==> src/sv/ksp_pkg.sv <==
// Shared constants, codes and types for the key sequence prefix match table.
package ksp_pkg;

  // Default sizing
  localparam int unsigned TABLE_DEPTH_DEF = 32;
  localparam int unsigned PAIRS_DEF       = 4;

  // Fixed field widths
  localparam int unsigned IN_PAIRS   = 4;
  localparam int unsigned CODE_W     = 32;
  localparam int unsigned MODS_W     = 31;
  localparam int unsigned HANDLE_W   = 32;
  localparam int unsigned KIND_W     = 2;
  localparam int unsigned COUNT_OUT_W = 6;

  // Operation codes
  typedef enum logic [1:0] {
    OP_INSERT     = 2'd0,
    OP_REMOVE_SEQ = 2'd1,
    OP_REMOVE_HND = 2'd2,
    OP_LOOKUP     = 2'd3
  } op_e;

  // Lookup result codes
  localparam logic [KIND_W-1:0] KIND_NONE    = 2'd0;
  localparam logic [KIND_W-1:0] KIND_PARTIAL = 2'd1;
  localparam logic [KIND_W-1:0] KIND_EQUAL   = 2'd2;

  // Compare result for one stored entry against the held query
  typedef struct packed {
    logic                equal;
    logic                partial;
    logic                same_slots;
    logic                handle_hit;
    logic [HANDLE_W-1:0] handle;
  } match_t;

endpackage

==> src/sv/ksp_match.sv <==
// Compare unit: matches one stored entry against the held query.
module ksp_match #(
  parameter int unsigned Pairs = 4,
  parameter int unsigned EntW  = 284
) (
  input  logic [EntW-1:0]                     ent_i,
  input  logic [Pairs*ksp_pkg::CODE_W-1:0]    qry_codes_i,
  input  logic [Pairs*ksp_pkg::MODS_W-1:0]    qry_mods_i,
  input  logic [ksp_pkg::HANDLE_W-1:0]        qry_handle_i,
  output ksp_pkg::match_t                     res_o
);
  import ksp_pkg::*;

  localparam int unsigned LenW  = $clog2(Pairs + 1);
  localparam int unsigned CodeB = Pairs * CODE_W;
  localparam int unsigned ModsB = Pairs * MODS_W;

  logic [Pairs-1:0][CODE_W-1:0] ent_codes;
  logic [Pairs-1:0][MODS_W-1:0] ent_mods;
  logic [HANDLE_W-1:0]          ent_handle;
  logic [Pairs-1:0][CODE_W-1:0] q_codes;
  logic [Pairs-1:0][MODS_W-1:0] q_mods;
  logic [Pairs-1:0]             pair_eq;
  logic [LenW-1:0]              q_len;
  logic [LenW-1:0]              e_len;
  logic                         prefix_ok;

  // Unpack the stored row and the query
  assign ent_codes  = ent_i[CodeB-1:0];
  assign ent_mods   = ent_i[CodeB+ModsB-1:CodeB];
  assign ent_handle = ent_i[CodeB+ModsB+HANDLE_W-1:CodeB+ModsB];
  assign q_codes    = qry_codes_i;
  assign q_mods     = qry_mods_i;

  // Compare pairs and find both effective lengths
  always_comb begin
    q_len     = LenW'(Pairs);
    e_len     = LenW'(Pairs);
    prefix_ok = 1'b1;
    for (int i = Pairs - 1; i >= 0; i--) begin
      pair_eq[i] = (q_codes[i] == ent_codes[i]) && (q_mods[i] == ent_mods[i]);
      if (q_codes[i] == '0) begin
        q_len = LenW'(i);
      end
      if (ent_codes[i] == '0) begin
        e_len = LenW'(i);
      end
    end
    for (int i = 0; i < Pairs; i++) begin
      if ((LenW'(i) < q_len) && !pair_eq[i]) begin
        prefix_ok = 1'b0;
      end
    end
  end

  assign res_o.equal      = prefix_ok && (q_len == e_len);
  assign res_o.partial    = prefix_ok && (q_len < e_len);
  assign res_o.same_slots = &pair_eq;
  assign res_o.handle_hit = (ent_handle == qry_handle_i);
  assign res_o.handle     = ent_handle;

endmodule
==> config.mk <==
export PLATFORM = sky130hd
export DESIGN_NAME = ksp_match
export DESIGN_NICKNAME = d
export VERILOG_FILES = /design/src/sv/ksp_pkg.sv /design/src/sv/ksp_match.sv
export SDC_FILE = /design/constraint.sdc
export NUM_CORES = 1
export LEC_CHECK = 0
export ABC_AREA = 1
export BUFFER_PORTS_ARGS = -buffer_cell sky130_fd_sc_hd__buf_2
export CELL_PAD_IN_SITES_DETAIL_PLACEMENT = 2
export CELL_PAD_IN_SITES_GLOBAL_PLACEMENT = 2
export CORE_AREA = 5 5 232 234
export DETAILED_ROUTE_END_ITERATION = 12
export DIE_AREA = 0 0 237 239
export PLACE_DENSITY = 0.81
export SLEW_MARGIN = 25
export SYNTH_ARGS = -nofsm -noshare
export SYNTH_HDL_FRONTEND = slang
export SYNTH_SLANG_ARGS = --single-unit
==> constraint.sdc <==
create_clock -name vclk -period 1.9
set_clock_uncertainty 0.05 [all_clocks]
set_input_delay 0.095 -clock vclk [all_inputs]
set_output_delay 0.095 -clock vclk [all_outputs]
set_load 0.05 [all_outputs]
==> metrics, run 1 <==
cell leakage power 7.180 nW; first-pass GRT wire length 67.63 mm; CLK BUF 0; IO Port Bufs 604; std cell rows 84; grt total ovfl 0; Cell Area, Synth 5938 um^2; drt initial violations 217; slowest CP cell nor4_2; final worst slack -0.2469 ns; cell breakdown of the critical path buf_4 > nor4_2 > nand3_2 > nor4_2 > buf_4 > nor2_4 > o21ai_0 > ha_1 > nand2_1 > o21ai_1 > nor2_2 > buf_12; WHS 0.4514 ns; drt first pass iters 4; Hold WC Path Type in -> out; Startpoint Class input pin; slew at the pin closest to its max-slew limit 0.4156 ns; final hold viol count 0; antenna-violating nets left 0; RSZ-0062 raised after global routing true; vias per cell 3.909; die footprint 56640 um^2; largest net degree at the start of global routing 5; Worst EP arrival 2.00 ns; Syn Area/Cell 4.499 um^2; vias in the first global route 12409; share of cells above drive strength 1 43.33%; sequential-to-total area share from yosys stat 0%; Core Area 51810 um^2; DR WL/cell 17.25 um; Critical Path RT 1.75 ns; post-synthesis instance total 1320; die width 237 um; DR DRC count 0; design area 11770 um^2; Total Routed Length 48.04 mm; result of the run complete, but fails checks; Initial Utilization 11.46%; Worst slew margin 72.03%; violated checks setup timing; Critical Path Sink Type output pin; worst hold stages 2; min cycle time layout 2.147 ns; die height 239 um; Setup CP Type in -> out; io pins 604; synth unique cells 20; Yosys top cell by area nand2_1; hold path endpoint res_o[4]; TNS Setup -0.4057 ns; via count 10883; Reg area 0 um^2; Max FO, Critical Path 2; synth warn 0; Setup WS pre-CTS -0.6369 ns; final period utilization 113.0%; hold_sp ent_i[256]; Layout Nets 2657; placed cell areas 11050 um^2; Fillers 6604; Max Cap Viol 0; Mapped Nets 1891; Final setup violation count 2; Layout area overhead 98.15%; post-synth top area share 31.04%; RePlAce Congestion 0.9573; Fmax achieved 0.4658 GHz; VDD IR max 0.08449 mV; seq_cells 0; GRT Total Usage 15.16%; largest cells by area after synthesis nand2_1, nor2_1, inv_1; worst stage delay on the critical path 0.35 ns; cts hold-fix bufs 0; Slew Limit Fails 0; initial antenna violation count 13; pwr dens 203.1 nW/um^2; DP HPWL 44.61 mm
metrics by stage:
| step | instances | utilization [%] | total power [mW] |
|---|---|---|---|
| floorplan | 1320 | - | 0.9152 |
| global placement | 2767 | 21.32 | 2.118 |
| detailed placement | 2767 | 21.32 | 2.268 |
| CTS | 2772 | 21.93 | 2.321 |
| global route | 2781 | 22.69 | 2.631 |
| finish | 2784 | 22.71 | 2.390 |
critical path, delay by kind of cell:
kind                       cells  cell delay (ns)
buffers and inverters          3             0.47
adders and majority gates      1             0.28
and+or+nand+nor                6             1.01
AOI/OAI and AO/OA              2             0.13
synth_stat cells:
cell type and count:
o211ai_1 1, nor3_1 21, xnor2_1 77, or2_2 7, a21oi_1 3, nand3b_1 1
ha_1 3, buf_4 32, inv_1 260, o21ai_0 3, o2111ai_1 2, nand4_1 20
nor2_2 1, xor2_1 50, nand3_1 24, and3_1 1, nor4_1 18, and2_0 1
nor2_1 304, nand2_1 491
how the worst max path moves through the flow:
stage	startpoint	end	slack, ns
2_1_floorplan	ent_i[44]	res_o[34]	-0.11
3_3_place_gp	ent_i[100]	res_o[34]	-0.57
3_5_place_dp	ent_i[4]	res_o[34]	-0.64
4_1_cts	ent_i[29]	res_o[34]	-0.30
5_1_grt	qry_codes_i[11]	res_o[34]	-0.46
6_report	ent_i[0]	res_o[34]	-0.25
final cells by class:
cell class | instances | area, um^2 | share of cell area (%)
timing repair buffer | 796 | 4638 | 39.42
inverter | 260 | 980.9 | 8.337
antenna | 12 | 30.03 | 0.2552
tap | 688 | 860.8 | 7.316
multi-input combinational | 1028 | 5256 | 44.67
placed cells by master, fill, tap and decap left out, drive strengths merged, types with 2 or more instances in the layout:
cell,count
o21ai,3
nand3,24
diode,12
o2111ai,2
nand4,20
a21oi,3
nor2,305
xnor2,77
nor4,18
nand2,491
xor2,50
or2,7
inv,260
ha,3
buf,796
nor3,21
report_power, final:
part / internal (mW) / switching (mW) / leakage [nW]
Sequential: 0 / 0 / 0
Clock: 0.000000831 / 0 / 0.0000745
Combinational: 1.13 / 1.26 / 7.18
timing repair:
action,in CTS,in global routing
setup endpoints to repair,3,3
pin swaps,25,41
resized for setup,61,86
endpoints found under the hold margin,0,0
setup buffers,5,2
metal layers:
metal	global-route usage, %	up-vias	wire [um]
met5	0	-	34
met4	3.096	4	1278
met3	1.788	72	2333
met2	30.17	327	25790
met1	17.24	5128	18600
li1	-	5352	-
logic make-up after synthesis:
family                     after synthesis  synth area share [%]
AOI/OAI and AO/OA                        9                0.9270
xor gates and xnor gates               127                 18.73
adders and majority gates                3                0.6322
buffers and inverters                  292                 20.48
and+or+nand+nor                        889                 59.23
Power figures use the tool's default switching activity.
==> run 2, diff against run 1 <==
--- a/config.mk
+++ b/config.mk
@@ -12,7 +12,7 @@
 export CORE_AREA = 5 5 232 234
 export DETAILED_ROUTE_END_ITERATION = 12
 export DIE_AREA = 0 0 237 239
-export PLACE_DENSITY = 0.81
+export PLACE_DENSITY_LB_ADDON = 0.1
 export SLEW_MARGIN = 25
 export SYNTH_ARGS = -nofsm -noshare
 export SYNTH_HDL_FRONTEND = slang
==> metrics, run 2 (synthesized netlist as in run 1, its figures left out) <==
pwr dens 190.2 nW/um^2 (-6.3%); Worst EP arrival 2.00 ns (about the same); Setup WS pre-CTS -0.8073 ns (-0.1704 ns); Finished Core Util 22.54% (-0.17 points); std cell rows 84 (unchanged); IO Port Bufs 604 (unchanged); most frequent cells in the layout buf_2, nand2_1, nor2_1; DR DRC count 0 (unchanged); Max Cap Viol 0 (unchanged); Critical Path Sink Type output pin; VDD IR max 0.04892 mV (-42%); io pins 604 (unchanged); Final setup violation count 2 (unchanged); cts hold-fix bufs 0 (unchanged); TNS Setup -0.4727 ns (-0.06705 ns); Power Total 2.222 mW (-7.0%); vias in the first global route 11558 (-6.9%); Post-CTS Setup Inserts 0 (-5); CLK BUF 0 (unchanged); RSZ-0062 raised after global routing true; drt first pass iters 4 (unchanged); violated checks setup timing; final hold viol count 0 (unchanged); die footprint 56640 um^2 (unchanged); vias per cell 3.737 (-4.4%); Initial Utilization 11.46% (unchanged); worst stage delay on the critical path 0.31 ns (-0.04 ns); cell breakdown of the critical path buf_6 > nor4_4 > buf_4 > nand2_4 > nor3_4 > and3_4 > nor2_4 > nand2_2 > ha_4 > a21oi_2 > o21ai_2 > nor2_2 > buf_12; Total Routed Length 44.49 mm (-7.4%); Hold WC Path Type in -> out; Layout area overhead 96.67%; antenna-violating nets left 0 (unchanged); drt initial violations 147 (-32%); share of cells above drive strength 1 41.89% (-1.4 points); die height 239 um (unchanged); hold_sp ent_i[256]; min cycle time layout 2.147 ns (-0.0003260 ns); final worst slack -0.2466 ns (+0.0003260 ns); first-pass GRT wire length 63.82 mm (-5.6%); seq_cells 0 (unchanged); Max FO, Critical Path 3 (+1); result of the run complete, but fails checks; Core Area 51810 um^2 (unchanged); Fillers 6660 (+0.85%); initial antenna violation count 26 (+13); slowest CP cell nor4_4; final period utilization 113.0% (about the same); DP HPWL 43.12 mm (-3.3%); Worst slew margin 79.39% (+7.4 points); die width 237 um (unchanged); crit path from ent_i[59]; via count 10509 (-3.4%); GRT Total Usage 14.33% (-0.83 points); RePlAce Congestion 0.8628 (-9.9%); Fmax achieved 0.4659 GHz (about the same); grt total ovfl 0 (unchanged); largest net degree at the start of global routing 4 (-1); Slew Limit Fails 0 (unchanged); Reg area 0 um^2 (unchanged); Layout Nets 2681 (+0.90%); DR WL/cell 15.82 um (-8.3%); Setup CP Type in -> out; Critical Path RT 1.75 ns (about the same); leading cell type in the layout, fill and taps excluded buf_2; Startpoint Class input pin; slew at the pin closest to its max-slew limit 0.3064 ns (-0.1093 ns); cell leakage power 7.262 nW (+1.1%)
## run 2: cell types whose count changed in the layout (fill, tap and decap cells not counted), sizes merged
| cell | change |
|---|---|
| buf | +24 |
| diode | +4 |
## run 2: timing repair
action | CTS | global route
endpoints found under the setup margin | 3 | 3
resized for setup | 56 | 23
pin swaps | 28 | 7
## run 2: metal layers
layer	wire [um]	share of wire [%]	vias up	GRT usage [%]
met5	167	0.38	-	0
met4	146	0.33	22	0.5947
met3	2768	6.2	28	3.623
met2	24270	55	266	29.14
met1	17150	39	4772	15.56
li1	-	-	5421	-
## run 2: final timing paths
check  depth (start not counted)   endpoint  slack [ns]
max                           13  res_o[34]       -0.25
min                            2   res_o[4]        0.45
## run 2: worst max-delay path: cells and delay by family
kind	cells	cell delay [ns]
AOI/OAI and AO/OA	2	0.20
adders and majority gates	1	0.22
buffers and inverters	3	0.46
and+or+nand+nor	7	1.03
## run 2: cell type report
type	count	area (um^2)	area share, %
well taps	688	860.8	7.371
multi-input cells	1028	5075	43.45
diodes	16	40.04	0.3428
repair buffers	820	4727	40.48
inverters	260	975.9	8.357
## run 2: metrics by stage
step	instance area, um^2	hold WS [ns]	cells
after floorplan	5954	0.3071	1320
after global placement	11270	0.4509	2797
after detailed placement	11270	0.4502	2797
after CTS	11550	0.4508	2796
after global routing	11660	0.4599	2804
final	11680	0.4493	2812
## run 2: where the power goes
group	internal, mW	switching, mW
Clock	0.00000113	0
Sequential	0	0
Combinational	1.12	1.11
